===== src/rtl/core/oasd_pkg.sv =====
// Package for the obstacle avoidance steering decider.
// Holds command, direction and register index codes; depends on nothing.
package oasd_pkg;

    localparam int unsigned DistW  = 16;
    localparam int unsigned TimeW  = 32;
    localparam int unsigned CountW = 5;
    localparam int unsigned WinW   = 16;
    localparam int unsigned CmdW   = 3;
    localparam int unsigned FlagW  = 3;
    localparam int unsigned DirW   = 2;
    localparam int unsigned IdxW   = 3;

    typedef logic [DistW-1:0]  t_dist;
    typedef logic [TimeW-1:0]  t_time;
    typedef logic [CountW-1:0] t_count;
    typedef logic [CmdW-1:0]   t_cmd;
    typedef logic [FlagW-1:0]  t_flags;
    typedef logic [DirW-1:0]   t_dir;
    typedef logic [IdxW-1:0]   t_cfg_idx;

    localparam t_dir DIR_FORWARD  = 2'd0;
    localparam t_dir DIR_LEFT     = 2'd1;
    localparam t_dir DIR_RIGHT    = 2'd2;
    localparam t_dir DIR_BACKWARD = 2'd3;

    localparam t_cmd CMD_ESTOP    = 3'd0;
    localparam t_cmd CMD_BACKWARD = 3'd4;

    localparam t_count COUNT_MAX = 5'd31;

    localparam t_cfg_idx CFG_SAFE      = 3'd0;
    localparam t_cfg_idx CFG_WARNING   = 3'd1;
    localparam t_cfg_idx CFG_EMERGENCY = 3'd2;
    localparam t_cfg_idx CFG_WINDOW    = 3'd3;
    localparam t_cfg_idx CFG_LIMIT     = 3'd4;

    localparam t_dist  RST_SAFE      = 16'd300;
    localparam t_dist  RST_WARNING   = 16'd200;
    localparam t_dist  RST_EMERGENCY = 16'd100;
    localparam t_dist  RST_WINDOW    = 16'd5000;
    localparam t_count RST_LIMIT     = 5'd8;

endpackage


===== src/rtl/core/obstacle_avoid_steering_decider.sv =====
// Top level of the obstacle avoidance steering decider.
// Uses oasd_pkg for codes and types; no submodules.
//
// Channel   Direction  Handshake                  Payload
// in        sink       i_in_valid / o_in_ready    front, left, right distance, now_ms
// out       source     o_out_valid / i_out_ready  command, obstacle_flags
// cfg       sink       i_cfg_valid / o_cfg_ready  cfg_index, cfg_data
//
// A word is held in the input register and then moves to the result register once that
// register is free or being read; one word is taken per cycle while the output is not stalled.
// The loop state updates as a word moves from the input to the result register, unless the word is an emergency stop.
// Reset clears the valid flags and loop state and loads default config; data is not reset.
// A stalled output holds the pipeline; ready falls only when both stages are full.
module obstacle_avoid_steering_decider (
    input  logic                       i_clk,
    input  logic                       i_rst_n,
    input  logic                       i_in_valid,
    output logic                       o_in_ready,
    input  oasd_pkg::t_dist            i_front_distance,
    input  oasd_pkg::t_dist            i_left_distance,
    input  oasd_pkg::t_dist            i_right_distance,
    input  oasd_pkg::t_time            i_now_ms,
    output logic                       o_out_valid,
    input  logic                       i_out_ready,
    output oasd_pkg::t_cmd             o_command,
    output oasd_pkg::t_flags           o_obstacle_flags,
    input  logic                       i_cfg_valid,
    output logic                       o_cfg_ready,
    input  oasd_pkg::t_cfg_idx         i_cfg_index,
    input  oasd_pkg::t_dist            i_cfg_data
);
    import oasd_pkg::*;

    t_dist  r_safe, r_warning, r_emergency, r_window;
    t_count r_limit;

    t_dir   r_last_dir;
    t_count r_same_count;
    t_time  r_last_change;

    logic   r_s1_valid;
    t_dist  r_s1_front, r_s1_left, r_s1_right;
    t_time  r_s1_now;

    logic   r_out_valid;
    t_cmd   r_out_command;
    t_flags r_out_flags;

    logic   advance;
    t_dist  half;
    t_flags n_flags;
    logic   estop;
    t_dir   n_dir;
    t_time  elapsed;
    logic   timeout;
    t_count base_count;
    t_count n_same_count;
    t_time  n_last_change;
    t_cmd   n_command;

    assign advance     = r_s1_valid && (!r_out_valid || i_out_ready);
    assign o_in_ready  = !r_s1_valid || advance;
    assign o_cfg_ready = 1'b1;
    assign o_out_valid      = r_out_valid;
    assign o_command        = r_out_command;
    assign o_obstacle_flags = r_out_flags;

    always_comb begin
        half    = r_emergency >> 1;
        n_flags = {r_s1_right < r_warning, r_s1_left < r_warning, r_s1_front < r_warning};
        estop   = (r_s1_front < r_emergency) || (r_s1_left < half) || (r_s1_right < half);

        if (r_s1_front > r_safe) begin
            if (r_s1_left < r_warning && r_s1_right > r_safe) begin
                n_dir = DIR_RIGHT;
            end else if (r_s1_right < r_warning && r_s1_left > r_safe) begin
                n_dir = DIR_LEFT;
            end else begin
                n_dir = DIR_FORWARD;
            end
        end else if (r_s1_left > r_s1_right && r_s1_left > r_warning) begin
            n_dir = DIR_LEFT;
        end else if (r_s1_right > r_warning) begin
            n_dir = DIR_RIGHT;
        end else begin
            n_dir = DIR_BACKWARD;
        end

        elapsed    = r_s1_now - r_last_change;
        timeout    = elapsed > {{(TimeW-WinW){1'b0}}, r_window};
        base_count = timeout ? '0 : r_same_count;

        if (n_dir == r_last_dir) begin
            n_same_count  = (base_count == COUNT_MAX) ? COUNT_MAX : base_count + 5'd1;
            n_last_change = r_last_change;
        end else begin
            n_same_count  = '0;
            n_last_change = r_s1_now;
        end

        if (estop) begin
            n_command = CMD_ESTOP;
        end else if (n_same_count > r_limit) begin
            n_command = CMD_BACKWARD;
        end else begin
            n_command = {1'b0, n_dir} + 3'd1;
        end
    end

    always_ff @(posedge i_clk) begin
        if (!i_rst_n) begin
            r_safe      <= RST_SAFE;
            r_warning   <= RST_WARNING;
            r_emergency <= RST_EMERGENCY;
            r_window    <= RST_WINDOW;
            r_limit     <= RST_LIMIT;
        end else if (i_cfg_valid) begin
            unique case (i_cfg_index)
                CFG_SAFE:      r_safe      <= i_cfg_data;
                CFG_WARNING:   r_warning   <= i_cfg_data;
                CFG_EMERGENCY: r_emergency <= i_cfg_data;
                CFG_WINDOW:    r_window    <= i_cfg_data;
                CFG_LIMIT:     r_limit     <= i_cfg_data[CountW-1:0];
                default: begin
                end
            endcase
        end
    end

    always_ff @(posedge i_clk) begin
        if (!i_rst_n) begin
            r_s1_valid    <= 1'b0;
            r_out_valid   <= 1'b0;
            r_last_dir    <= DIR_FORWARD;
            r_same_count  <= '0;
            r_last_change <= '0;
        end else begin
            if (o_in_ready) begin
                r_s1_valid <= i_in_valid;
            end
            if (advance) begin
                r_out_valid <= 1'b1;
            end else if (i_out_ready) begin
                r_out_valid <= 1'b0;
            end
            if (advance && !estop) begin
                r_last_dir    <= n_dir;
                r_same_count  <= n_same_count;
                r_last_change <= n_last_change;
            end
        end
    end

    always_ff @(posedge i_clk) begin
        if (i_in_valid && o_in_ready) begin
            r_s1_front <= i_front_distance;
            r_s1_left  <= i_left_distance;
            r_s1_right <= i_right_distance;
            r_s1_now   <= i_now_ms;
        end
        if (advance) begin
            r_out_command <= n_command;
            r_out_flags   <= n_flags;
        end
    end

    a_estop_keeps_state: assert property (@(posedge i_clk) disable iff (!i_rst_n)
        advance && estop |=> $stable(r_same_count) && $stable(r_last_dir)
            && $stable(r_last_change))
        else $error("Emergency stop changed the loop state.");

    a_turn_clears_count: assert property (@(posedge i_clk) disable iff (!i_rst_n)
        advance && !estop && (n_dir != r_last_dir) |=> r_same_count == '0)
        else $error("Direction change did not clear the repeat count.");

    a_full_stall_blocks: assert property (@(posedge i_clk) disable iff (!i_rst_n)
        r_s1_valid && r_out_valid && !i_out_ready |-> !o_in_ready)
        else $error("Input accepted while both stages are stalled.");

    a_stalled_result_holds: assert property (@(posedge i_clk) disable iff (!i_rst_n)
        r_out_valid && !i_out_ready |=> r_out_valid && $stable(r_out_command)
            && $stable(r_out_flags))
        else $error("Stalled result was lost or changed.");

endmodule


===== config.mk =====
export PLATFORM = sky130hd
export DESIGN_NAME = obstacle_avoid_steering_decider
export DESIGN_NICKNAME = d
export VERILOG_FILES = /design/src/rtl/core/oasd_pkg.sv /design/src/rtl/core/obstacle_avoid_steering_decider.sv
export SDC_FILE = /design/constraint.sdc
export NUM_CORES = 1
export LEC_CHECK = 0
export BUFFER_PORTS_ARGS = -buffer_cell sky130_fd_sc_hd__buf_4
export CORE_ASPECT_RATIO = 1.75
export CORE_MARGIN = 2
export CORE_UTILIZATION = 25
export DETAILED_ROUTE_END_ITERATION = 10
export PLACE_DENSITY = 0.39
export SLEW_MARGIN = 20
export SYNTH_ARGS = -nofsm -noshare
export SYNTH_HDL_FRONTEND = slang
export SYNTH_SLANG_ARGS = --single-unit

===== constraint.sdc =====
create_clock -name i_clk -period 5.7 [get_ports i_clk]
set_input_delay 1.14 -clock i_clk [delete_from_list [all_inputs] [get_ports i_clk]]
set_output_delay 1.14 -clock i_clk [all_outputs]
set_load 0.05 [all_outputs]

## Word level (Yosys, flattened, before mapping)

Cells that the tools add are included.

- $add $sub $neg: 3
- Order comparisons: 14
- Equality and inequality tests: 6
- Mux-type cells: 11
- Bitwise gates (word level): 1
- Reduce and logical (&&, ||, !) cells: 22

Operators by type and width:

| cell | number |
|---|---|
| 16-bit greater-than comparator | 6 |
| 16-bit < comparator | 4 |
| 32-bit by 16-bit greater-than comparator with 1-bit output | 1 |
| 16-bit by 15-bit < comparator with 1-bit output | 2 |
| 32-bit subtractor | 1 |
| 5-bit 2-to-1 mux | 3 |
| 2-bit AND reduction | 6 |
| 3-bit by 2-bit equality test with 1-bit output, second input constant | 2 |
| 1-bit logical AND | 6 |
| 2-bit 2-to-1 mux | 3 |
| 5-bit by 1-bit adder with 5-bit output, second input constant | 1 |
| 5-bit equality test, second input constant | 1 |
| 5-bit greater-than comparator | 1 |
| 1-bit logical OR | 4 |
| 1-bit 2-to-1 mux | 4 |
| 2-bit by 1-bit adder with 3-bit output, second input constant | 1 |
| 3-bit by 1-bit equality test with 1-bit output, second input constant | 1 |
| 3-bit equality test, second input constant | 1 |
| 1-bit logical NOT | 3 |
| 3-bit logical NOT | 1 |
| 3-bit 2-to-1 mux | 1 |
| 2-bit equality test | 1 |
| 2-bit nonzero test | 1 |
| 2-bit OR reduction | 1 |
| 1-bit inverter | 1 |

- Register bits after elaboration: 196
- Bits of input ports: 104
- Output and inout port bits: 9
- Word-level logic and storage cells: 74

## Depth between registers and ports, before layout

Gate-level depths: netlist (run 1).

- Word-level depth: 9
- Gate-level depth with buffers: 34
- Depth with buffers taken out: 34

## Worst setup path before layout (run 1)

Ideal clock, no wire load.

- Path type: reg-to-reg
- Start: reg r_s1_now[0]
- End: reg r_out_command[2] (netlist: o_command[2]), data pin
- Library setup time: 254 ps
- Arrival: 5791 ps
- Required time: 5446 ps
- Setup slack: -346 ps
- Cell stages (with the launch flop): 33
- Buffers on the path: 0
- Period minus slack after synthesis: 6046 ps
- Path through: edfxtp_1 inv_1 ha_1 fa_1 nand2b_1 a21oi_1 o2111ai_1 a21oi_2 nor2b_1 xnor2_1 ha_1 a21oi_1 nand2_1 a21o_2 a2111o_1 a2111oi_4 nand4_1 and4b_1 nand4b_1 nor3_2 and2_1 ha_1 and3_1 nand4_1 a21oi_1 ha_1 nor2b_1 o21a_1 o21ai_0 nand2b_1 a21oi_1 a31oi_1 o21a_1

- Longest elaborated chain between the ends: 8
- Elaborated cells on any way between the ends: 9
- Those cells by class: add/sub: 2; order compare: 2; eq/ne: 1; mux: 4

RTL lines:

| item | RTL line | text |
|---|---|---|
| start, declared | obstacle_avoid_steering_decider.sv:43 | `t_time r_s1_now;` |
| start signal, assigned | obstacle_avoid_steering_decider.sv:159 | `r_s1_now <= i_now_ms;` |
| 32-bit subtractor * | obstacle_avoid_steering_decider.sv:89 | `elapsed = r_s1_now - r_last_change;` |
| 32-bit by 16-bit greater-than comparator with 1-bit output * | obstacle_avoid_steering_decider.sv:90 | `timeout = elapsed > {{(TimeW-WinW){1'b0}}, r_window};` |
| 5-bit 2-to-1 mux * | obstacle_avoid_steering_decider.sv:91 | `base_count = timeout ? '0 : r_same_count;` |
| 5-bit by 1-bit adder with 5-bit output / 5-bit equality test (equally long branches) | obstacle_avoid_steering_decider.sv:94 | `n_same_count = (base_count == COUNT_MAX) ? COUNT_MAX : base_count + 5'd1;` |
| 5-bit 2-to-1 mux * | obstacle_avoid_steering_decider.sv:94 |  |
| 5-bit 2-to-1 mux * | obstacle_avoid_steering_decider.sv:93 | `if (n_dir == r_last_dir) begin` |
| net n_same_count[1] | obstacle_avoid_steering_decider.sv:57 | `t_count n_same_count;` |
| 5-bit greater-than comparator * | obstacle_avoid_steering_decider.sv:103 | `end else if (n_same_count > r_limit) begin` |
| 3-bit 2-to-1 mux * | obstacle_avoid_steering_decider.sv:103 |  |
| end signal, assigned | obstacle_avoid_steering_decider.sv:162 | `r_out_command <= n_command;` |
| end, declared | obstacle_avoid_steering_decider.sv:46 | `t_cmd r_out_command;` |

The timed path passes the listed nets; every way through them passes the cells marked *.
A chain may end at the register's enable or synchronous reset.

## Final worst setup path (run 1)

Ends and elaborated chain as after synthesis.

==> results.md, run 1 <==
- Hold Crit Class: flip-flop to flip-flop
- Top_reg_cell synth: dfxtp_1
- Syn. warnings: 0
- Critical path's slowest cell: edfxtp_1
- Clock Sinks: 196
- Antenna fix cells: 0
- R2r setup slk: -0.42 ns
- Core Rows: 110
- Leak: 6.28 nW
- Yosys cell types: 94
- H-tree Lvls: 4
- Worst path arrival time: 6.35 ns
- Die H: 307 µm
- Met3 GRT Util: 2.13%
- Xor/xnor cell area share of the yosys netlist: 1.33%
- Synth-to-layout area growth: 21.0%
- Dpl hpwl: 34.9 mm
- Largest family of logic cells by synthesized area: adder cells
- Run status: complete, but fails checks
- Power Dens Cells: 232 mW/mm²
- Vias in the first global route: 11,073
- Worst reg2reg path startpoint: r_s1_now[0]$_DFFE_PP_
- Register area share after synthesis: 36.6%
- Crit-path most repeated cell: a21oi_2
- Final antenna-violating net count: 0
- Final setup vio count: 3
- Met1 Usage GRT: 16.5%
- First-pass GRT wire length: 65.3 mm
- Fmax: 0.163 GHz
- Grt total ovfl: 0
- Adder-Cell Fraction of Synth Area: 20.1%
- Layout cell share with drive strength beyond 1: 17.1%
- Slew margin rel.: 39.9%
- Post-synth top area share: 19.9%
- Final Hold Viols: 0
- Area fraction in compound gates after synthesis: 16.6%
- Nets: 1,888
- Syn Nets: 1,727
- CTS buffer count: 17
- Via/cell ratio: 4.75
- Io pins: 113
- Crit path kind: flip-flop to flip-flop
- Worst-case clock buffer depth: 2
- VDD IR max: 213 µV
- Worst Path Required: 5.94 ns
- Mux share of post-synthesis cell area: 3.73%
- Cts hold-fix bufs: 0
- Total Routing Usage GR: 16.3%
- Final period utilization: 107%
- Maximum number of pins on one net before global-route repair: 52
- Filler Cell Count: 5,472
- Area after DPL: 0.0150 mm²
- Max_cap viols: 0
- Core region area: 0.0516 mm²
- Max Slew Vio Count: 0
- Setup crit end kind: flip-flop
- Hold slack: 0.454 ns
- WL final: 42.9 mm
- FF+latch count, synth: 196
- Top post-synthesis cells by area: ha_1 (20%), edfxtp_1 (20%), dfxtp_1 (17%)
- Post-synthesis simple-gate area fraction: 16.4%
- Die area: 0.0542 mm²
- Starting Density: 25.3%
- Drt drc: 0
- Worst-Margin Slew: 0.894 ns
- GRT met2 Usage: 32.4%
- Mapped Cells: 1,414
- Root buffer selected by CTS: clkbuf_16
- Crit. Startpoint: r_s1_now[0]$_DFFE_PP_
- Crit path launch type: flip-flop
- Fin area: 0.0158 mm²
- Port bufs: 111
- Routability Congestion: 0.861
- Die width: 177 µm
- Ys async rst share: 0%
- Worst Setup Slack, final: -0.419 ns
- Vias: 10,726
- Initial DRC Count: 457
- Slowest Stage Delay on Critical Path: 0.38 ns
- GRT Max-Usage Layer: met2
- Final Util: 30.7%
- EDFF count, synth: 86
- Post-DR wirelength/cell: 19.0 µm
- Dominant cell type by area after synthesis: ha_1
- Hold Crit Start: r_emergency[0]$_SDFFE_PN0P_
- Clk_lat worst skew: 0.48 ns
- Clock skew: 0.0184 ns
- First-pass DRT Iterations: 4
- Failing checks: setup timing
- Initial antenna violation count: 0
- Mapped cell area: 0.0131 mm²
- Crit path max fanout: 3
- CTS tree: done
- Reg clk slew, reported paths: 0.09 ns
- Crit path time final: 6.12 ns
- RSZ-0062 raised after global routing: yes
- Synthesized area per cell: 9.25 µm²
## report_power, final
part           total, mW  switching (mW)  internal (mW)
sequential          1.59          0.0561           1.53
clock               1.31           0.700          0.610
combinational      0.777           0.445          0.332
total               3.67            1.20           2.47
## logic make-up after synthesis
family                     count (synthesis)
AOI/OAI and AO/OA                        332
xor gates and xnor gates                  19
adders and majority gates                209
buffers and inverters                    170
DFF                                      196
muxes                                     47
other                                      1
and+or+nand+nor                          440
## synthesized netlist by cell type (all sizes together), types with 7 or more instances
cell type,instances
o21ai,46
and2,10
edfxtp,86
nand2,192
nor4,8
nand4,43
o21a,10
nor3,19
a211oi,11
nand3,31
a31oi,8
buf,14
xor2,9
mux2i,43
nand2b,14
inv,131
dfxtp,110
clkbuf,25
ha,208
nor2b,11
a21oi,146
nor2,76
and3,8
xnor2,10
a21o,21
a211o,7
o211ai,27
## cell usage in the layout, fill, tap and decap left out, types with 10 or more instances in the layout
master     instances
nor2b_1           10
o21ai_0           37
dfxtp_1          110
a21o_1            20
mux2i_1           42
nor3_1            18
nand2_1          189
buf_4            181
o211ai_1          27
a21oi_1          136
ha_1             205
nor2_1            76
edfxtp_1          86
clkbuf_16         17
nand2b_1          13
inv_1            128
a211oi_1          10
nand4_1           42
nand3_1           29
## per-layer routing
| metal | share of wire [%] | vias to the layer above |
|---|---|---|
| li1 | - | 5452 |
| met1 | 37 | 5087 |
| met2 | 57 | 144 |
| met3 | 2.3 | 43 |
| met4 | 3.6 | 0 |
| met5 | 0 | - |
## what timing repair did
| action | in CTS | in global routing |
|---|---|---|
| pin swaps | 14 | 7 |
| setup endpoints to repair | 3 | 3 |
| buffers inserted | 10 | 3 |
| gates resized for setup | 9 | 6 |
## layout make-up
type / instances / area (µm²) / area share [%]
Clock buffer: 17 / 425 / 2.69
Clock inverter: 15 / 199 / 1.26
Inverter: 131 / 492 / 3.11
Multi-Input combinational cell: 1048 / 7730 / 48.8
Sequential cell: 196 / 4780 / 30.2
Tap cell: 672 / 841 / 5.31
Timing Repair Buffer: 181 / 1360 / 8.59
## worst max-delay path, delay by kind of cell, from the launching register on
kind | cells | cell delay, ns
flops | 1 | 0.38
simple gates | 12 | 1.77
fa+ha+maj | 5 | 1.25
buf+inv | 1 | 0.05
compound gates | 13 | 2.35
xor+xnor | 1 | 0.12
## sequential cells by signal, indices dropped and copies added (netlist names), 2 cells and up
register and cells:
o_command 3, o_obstacle_flags 3, r_emergency 16, r_last_change 32, r_last_dir 2, r_limit 5
r_s1_front 16, r_s1_left 16, r_s1_now 32, r_s1_right 16, r_safe 16, r_same_count 5
r_warning 16, r_window 16
## worst paths after layout
check / end / cells past startpoint
worst max register to register: o_command[2]$_SDFFCE_PP0P_ / 32
worst max-delay path: o_command[2]$_SDFFCE_PP0P_ / 32
worst min-delay path: r_emergency[0]$_SDFFE_PN0P_ / 2
worst min register to register: r_emergency[0]$_SDFFE_PN0P_ / 2
## stage by stage
step | total power [mW] | setup TNS [ns] | worst slack [ns] | std cells
3_5_place_dp | 2.40 | -1.73 | -0.642 | 2215
6_report | 3.67 | -1.14 | -0.419 | 2260
3_3_place_gp | 2.39 | -1.41 | -0.503 | 2215
2_1_floorplan | 2.09 | -0.329 | -0.148 | 1414
4_1_cts | 3.75 | -1.31 | -0.462 | 2257
5_1_grt | 3.89 | -2.23 | -0.768 | 2260
Power figures use the tool's default switching activity.
==> run 2, diff against run 1 <==
--- a/config.mk
+++ b/config.mk
@@ -12,4 +12,5 @@
 export DETAILED_ROUTE_END_ITERATION = 10
 export PLACE_DENSITY = 0.39
+export SKIP_LAST_GASP = 1
 export SLEW_MARGIN = 20
 export SYNTH_ARGS = -nofsm -noshare
==> constraint.sdc (replaced) <==
create_clock -name i_clk -period 5.7 [get_ports i_clk]
set_input_delay 0.57 -clock i_clk [delete_from_list [all_inputs] [get_ports i_clk]]
set_output_delay 0.57 -clock i_clk [all_outputs]
set_load 0.05 [all_outputs]
==> run 2 against run 1 <==
Effect of this change: the run still ends with setup timing left; sequential power barely moved; clock skew rose by 0.0017 ns; worst hold slack worse by 0.19 ns; largest power group unchanged.
==> results.md, run 2 (same netlist as run 1, synthesis figures left out) <==
- Run status: complete, but fails checks
- Failing checks: setup timing
- Core region area: 0.0516 mm² (unchanged)
- Fin area: 0.0158 mm² (about the same)
- Worst-case clock buffer depth: 2 (unchanged)
- Clk_lat worst skew: 0.48 ns (about the same)
- Top flop regs: r_last_change x32, r_s1_now x32
- Total Routing Usage GR: 16.3% (about the same)
- Final antenna-violating net count: 0 (unchanged)
- H-tree Lvls: 4 (unchanged)
- Crit path depth: 32 (unchanged)
- Antenna fix cells: 0 (unchanged)
- Io pins: 113 (unchanged)
- Critical path's slowest cell: edfxtp_1
- VDD IR max: 213 µV (+0.19%)
- Final period utilization: 107% (about the same)
- Worst Reg-to-Reg Cells: 32 (unchanged)
- Post-DR wirelength/cell: 19.0 µm (about the same)
- Setup_tns: -1.15 ns (-0.00985 ns)
- Setup crit end kind: flip-flop
- Slowest Stage Delay on Critical Path: 0.38 ns (about the same)
- WL final: 42.9 mm (about the same)
- Layout cell share with drive strength beyond 1: 17.0% (-0.13 points)
- Die width: 177 µm (unchanged)
- Fmax: 0.163 GHz (about the same)
- Grt total ovfl: 0 (unchanged)
- Initial antenna violation count: 0 (unchanged)
- Worst reg2reg path startpoint: r_s1_now[0]$_DFFE_PP_
- Crit. Startpoint: r_s1_now[0]$_DFFE_PP_
- R2r setup slk: -0.42 ns (about the same)
- Die area: 0.0542 mm² (unchanged)
- CP delay by family, top: compound AO/OA/AOI/OAI gates
- Dpl hpwl: 34.9 mm (unchanged)
- Root buffer selected by CTS: clkbuf_16
- Maximum number of pins on one net before global-route repair: 52 (unchanged)
- Hold slack: 0.266 ns (-0.188 ns)
- Crit path time final: 6.12 ns (-0.000693 ns)
- Worst-Margin Slew: 0.887 ns (-0.00677 ns)
- Die H: 307 µm (unchanged)
- First-pass GRT wire length: 65.3 mm (about the same)
- CTS tree: done
- Area after DPL: 0.0150 mm² (unchanged)
- Most common cell after layout, fill and taps aside: ha_1
- Drt drc: 0 (unchanged)
- Final Hold Viols: 0 (unchanged)
- Most frequent cells in the layout: ha_1 (205), nand2_1 (191), buf_4 (181), a21oi_1 (136), inv_1 (128)
- Final Util: 30.7% (about the same)
- Crit path launch type: flip-flop
- Final setup vio count: 3 (unchanged)
- Crit path max fanout: 3 (unchanged)
- Max Slew Vio Count: 0 (unchanged)
- Crit path kind: flip-flop to flip-flop
- Worst Setup Slack, final: -0.418 ns (+0.000693 ns)
- Hold Crit Class: primary input to flip-flop
- Crit-path most repeated cell: a21oi_2
- Clock skew: 0.0201 ns (+0.00166 ns)
- Starting Density: 25.3% (unchanged)
- Via/cell ratio: 4.74 (about the same)
- First-pass DRT Iterations: 4 (unchanged)
- CP endpoint: o_command[2]$_SDFFCE_PP0P_
- Initial DRC Count: 462 (+1.1%)
- Max_cap viols: 0 (unchanged)
- Clock Sinks: 196 (unchanged)
- Port bufs: 111 (unchanged)
- Synth-to-layout area growth: 21.0% (about the same)
- Nets: 1,888 (unchanged)
- Post-placement setup slack: -0.642 ns (unchanged)
- Worst Path Required: 5.94 ns (about the same)
- CP bufs+invs: 1 (unchanged)
- Routability Congestion: 0.861 (unchanged)
- R2r endpoint: o_command[2]$_SDFFCE_PP0P_
- Slew margin rel.: 40.3% (+0.45 points)
- RSZ-0062 raised after global routing: yes
- Core Rows: 110 (unchanged)
- Leak: 6.28 nW (about the same)
- Vias: 10,718 (-0.075%)
- Reg clk slew, reported paths: 0.09 ns (about the same)
- CTS buffer count: 17 (unchanged)
- Filler Cell Count: 5,471 (-0.018%)
- Power Dens Cells: 232 mW/mm² (about the same)
- Vias in the first global route: 11,065 (-0.072%)
- Worst path arrival time: 6.36 ns (about the same)
==> run 2: cell counts in the layout (fill, tap and decap cells not counted) <==
Identical to the previous run, type by type.
==> run 2: through the flow <==
stage / power [mW] / std cells
2_1_floorplan: 2.09 / 1414
3_3_place_gp: 2.39 / 2215
3_5_place_dp: 2.40 / 2215
4_1_cts: 3.75 / 2257
5_1_grt: 3.89 / 2260
6_report: 3.67 / 2260
==> run 2: area by class of cell <==
cell class	instances	area [µm²]	share of cell area [%]
flip-flops and latches	196	4780	30.2
multi-input cells	1048	7720	48.8
inverters	131	492	3.11
clock inverters	15	199	1.26
well taps	672	841	5.31
clock buffers	17	425	2.69
repair buffers	181	1360	8.59
==> run 2: worst min-delay path by stage <==
| stage | cells past startpoint | end | slack, ns | from |
|---|---|---|---|---|
| final | 1 | r_s1_now[11]$_DFFE_PP_ | 0.27 | i_now_ms[11] |
| after global routing | 1 | r_s1_now[27]$_DFFE_PP_ | 0.23 | i_now_ms[27] |
| after CTS | 1 | r_s1_now[27]$_DFFE_PP_ | 0.22 | i_now_ms[27] |
| after detailed placement | 2 | r_safe[12]$_SDFFE_PN0P_ | 0.45 | r_safe[12]$_SDFFE_PN0P_ |
| after global placement | 2 | r_emergency[0]$_SDFFE_PN0P_ | 0.44 | r_emergency[0]$_SDFFE_PN0P_ |
| after floorplan | 2 | r_emergency[0]$_SDFFE_PN0P_ | 0.43 | r_emergency[0]$_SDFFE_PN0P_ |
==> run 2: report_power, final <==
| part | internal (mW) | switching [mW] |
|---|---|---|
| combinational | 0.332 | 0.445 |
| clock | 0.610 | 0.701 |
| sequential | 1.53 | 0.0560 |
==> run 2: layer usage <==
| layer | vias to the layer above | GRT usage, % | routed length [µm] |
|---|---|---|---|
| li1 | 5449 | - | - |
| met1 | 5078 | 16.5 | 16100 |
| met2 | 149 | 32.4 | 24400 |
| met3 | 42 | 2.13 | 897 |
| met4 | 0 | 7.02 | 1540 |
| met5 | - | 0 | 0 |
==> run 2: what timing repair did <==
item | 4_1_cts | 5_1_grt
resized for setup | 8 | 5
endpoints found under the setup margin | 3 | 3
buffers inserted | 10 | 3
pin swaps | 13 | 7
hold buffers | 0 | 0
==> run 3, diff against run 2 <==
Clock period 5.7 ns to 5.6 ns, I/O delays scaled along.
==> run 3 against run 2 <==
Effect of this change: the run still ends with setup timing left; clock skew fell by 0.0030 ns; via count increased by 1.2%; register-to-register slack got worse by 0.04 ns; power rose by 1.1%; die area stayed put; wire length is 0.31% higher; largest cell class unchanged; largest power group unchanged.
==> results.md, run 3 (same netlist as run 1, synthesis figures left out) <==
- Run status: complete, but fails checks
- Failing checks: setup timing
- Worst Reg-to-Reg Cells: 32 (unchanged)
- Final period utilization: 108% (+0.76 points)
- Dpl hpwl: 35.0 mm (+0.31%)
- Sw Share: 32.5% (-0.20 points)
- Core region area: 0.0516 mm² (unchanged)
- Slowest Stage Delay on Critical Path: 0.35 ns (-0.03 ns)
- Filler Cell Count: 5,503 (+0.58%)
- Post-DR wirelength/cell: 19.0 µm (+0.22%)
- VDD IR max: 215 µV (+1.0%)
- Worst path arrival time: 6.29 ns (-0.07 ns)
- Fmax: 0.165 GHz (+1.1%)
- Power Dens Cells: 235 mW/mm² (+1.2%)
- Post-placement setup slack: -0.748 ns (-0.106 ns)
- Reg clk slew, reported paths: 0.09 ns (about the same)
- First-pass DRT Iterations: 4 (unchanged)
- Drt drc: 0 (unchanged)
- Critical path's slowest cell: edfxtp_1
- Final antenna-violating net count: 0 (unchanged)
- CTS buffer count: 17 (unchanged)
- Clock power share: 35.1% (-0.6 points)
- Seq pwr share: 43.5% (+0.3 points)
- Slew margin rel.: 41.7% (+1.4 points)
- Max_cap viols: 0 (unchanged)
- Setup crit end kind: flip-flop
- CTS tree: done
- Io pins: 113 (unchanged)
- Crit path kind: flip-flop to flip-flop
- Routability Congestion: 0.868 (+0.85%)
- WL final: 43.0 mm (+0.31%)
- Most common cell after layout, fill and taps aside: ha_1
- Setup_tns: -1.28 ns (-0.129 ns)
- Most frequent cells in the layout: ha_1 (205), nand2_1 (189), buf_4 (182), a21oi_1 (135), inv_1 (129)
- Layout cell share with drive strength beyond 1: 17.2% (+0.18 points)
- Clock Sinks: 196 (unchanged)
- Top flop regs: r_last_change x32, r_s1_now x32
- Crit path launch type: flip-flop
- Worst Setup Slack, final: -0.454 ns (-0.0352 ns)
- Sw Pwr: 1.21 mW (+0.45%)
- Worst Path Required: 5.84 ns (-0.10 ns)
- Final setup vio count: 3 (unchanged)
- Leak: 6.26 nW (-0.29%)
- Vias in the first global route: 11,180 (+1.0%)
- Crit-path most repeated cell: a21oi_2
- Via/cell ratio: 4.79 (+1.1%)
- Hold Crit Class: primary input to flip-flop
- Crit path time final: 6.05 ns (-0.0648 ns)
- Final Util: 30.6% (-0.034 points)
- Comb power frac: 21.4% (+0.3 points)
- First-pass GRT wire length: 65.4 mm (+0.12%)
- Register area: 0.00478 mm² (unchanged)
- H-tree Lvls: 4 (unchanged)
- Area of the multi-input gates: 0.00771 mm² (-0.16%)
- RSZ-0062 raised after global routing: yes
- Cts hold-fix bufs: 0 (unchanged)
- Port bufs: 111 (unchanged)
- Synth-to-layout area growth: 20.9%
- Total Routing Usage GR: 16.3% (+0.037 points)
- R2r setup slk: -0.45 ns (-0.04 ns)
- Worst-case clock buffer depth: 2 (unchanged)
- Root buffer selected by CTS: clkbuf_16
- Core Rows: 110 (unchanged)
- Fin cells: 2,262 (+0.088%)
- Grt total ovfl: 0 (unchanged)
- Final Hold Viols: 0 (unchanged)
- Placed Cells: 2,219 (+0.18%)
- Internal power: 2.51 mW (+1.4%)
- Initial antenna violation count: 1 (+1)
- Die width: 177 µm (unchanged)
- Initial DRC Count: 490 (+6.1%)
- Maximum number of pins on one net before global-route repair: 53 (+1.9%)
- Clk_lat worst skew: 0.48 ns (about the same)
- Worst hold stages: 1 (unchanged)
- Clock skew: 0.0171 ns (-0.00298 ns)
- Worst-Margin Slew: 0.874 ns (-0.0134 ns)
- Starting Density: 25.3% (unchanged)
- Max Slew Vio Count: 0 (unchanged)
- Vias: 10,843 (+1.2%)
- Tot Pwr: 3.71 mW (+1.1%)
- Crit path max fanout: 3 (unchanged)
- Die area: 0.0542 mm² (unchanged)
- Nets: 1,889 (+0.053%)
- Die H: 307 µm (unchanged)
## run 3: cell count changes in the layout (fill, tap and decap cells not counted), moves of 2 or more
| cell | previous run | this run |
|---|---|---|
| nand2_1 | 191 | 189 |
| clkinv_4 | 2 | 4 |
| inv_12 | 5 | 1 |
| inv_8 | 1 | 3 |
| nand2_2 | 1 | 3 |
## run 3: worst paths after layout
kind | from | endpoint
hold reg to reg | r_emergency[11]$_SDFFE_PN0P_ | r_emergency[11]$_SDFFE_PN0P_
setup reg to reg | r_s1_now[0]$_DFFE_PP_ | o_command[2]$_SDFFCE_PP0P_
hold / removal | i_now_ms[4] | r_s1_now[4]$_DFFE_PP_
setup / recovery | r_s1_now[0]$_DFFE_PP_ | o_command[2]$_SDFFCE_PP0P_
## run 3: stage by stage
| step | hold WS, ns | instance area (µm²) |
|---|---|---|
| global placement | 0.440 | 15100 |
| finish | 0.252 | 15800 |
| detailed placement | 0.447 | 15100 |
| CTS | 0.208 | 15800 |
| global route | 0.216 | 15800 |
| floorplan | 0.432 | 13100 |
## run 3: layout make-up
| class | instances | share of cell area (%) |
|---|---|---|
| Clock buffer | 17 | 2.69 |
| Tap cell | 672 | 5.32 |
| Antenna cell | 1 | 0.0158 |
| Timing Repair Buffer | 182 | 8.65 |
| Inverter | 131 | 3.11 |
| Multi-Input combinational cell | 1048 | 48.8 |
| Clock inverter | 15 | 1.16 |
| Sequential cell | 196 | 30.3 |
## run 3: what timing repair did
item	4_1_cts	5_1_grt
pin swaps	11	2
buffers inserted	8	3
gates resized for setup	9	3
setup endpoints to repair	3	5
## run 3: critical path, delay by kind of cell, from the launching register on
kind	cells	cell delay, ns
AOI/OAI and AO/OA	13	2.33
and+or+nand+nor	12	1.69
adders and majority gates	5	1.28
DFF	1	0.35
xor gates and xnor gates	1	0.13
buffers and inverters	1	0.05
## run 3: power by group through the flow
stage,logic [mW],registers [mW],clock network [mW]
floorplan,0.497,1.63,0
global placement,0.786,1.65,0
detailed placement,0.795,1.65,0
CTS,0.806,1.62,1.36
global route,0.893,1.62,1.41
finish,0.796,1.62,1.30
## run 3: per-layer routing
layer	vias up	GRT usage (%)	wire (µm)	part of all wire [%]
met5	-	0	9	0.021
met4	2	8.50	2080	4.8
met3	65	2.21	933	2.2
met2	168	32.0	23900	55
met1	5150	16.3	16200	38
li1	5458	-	-	-
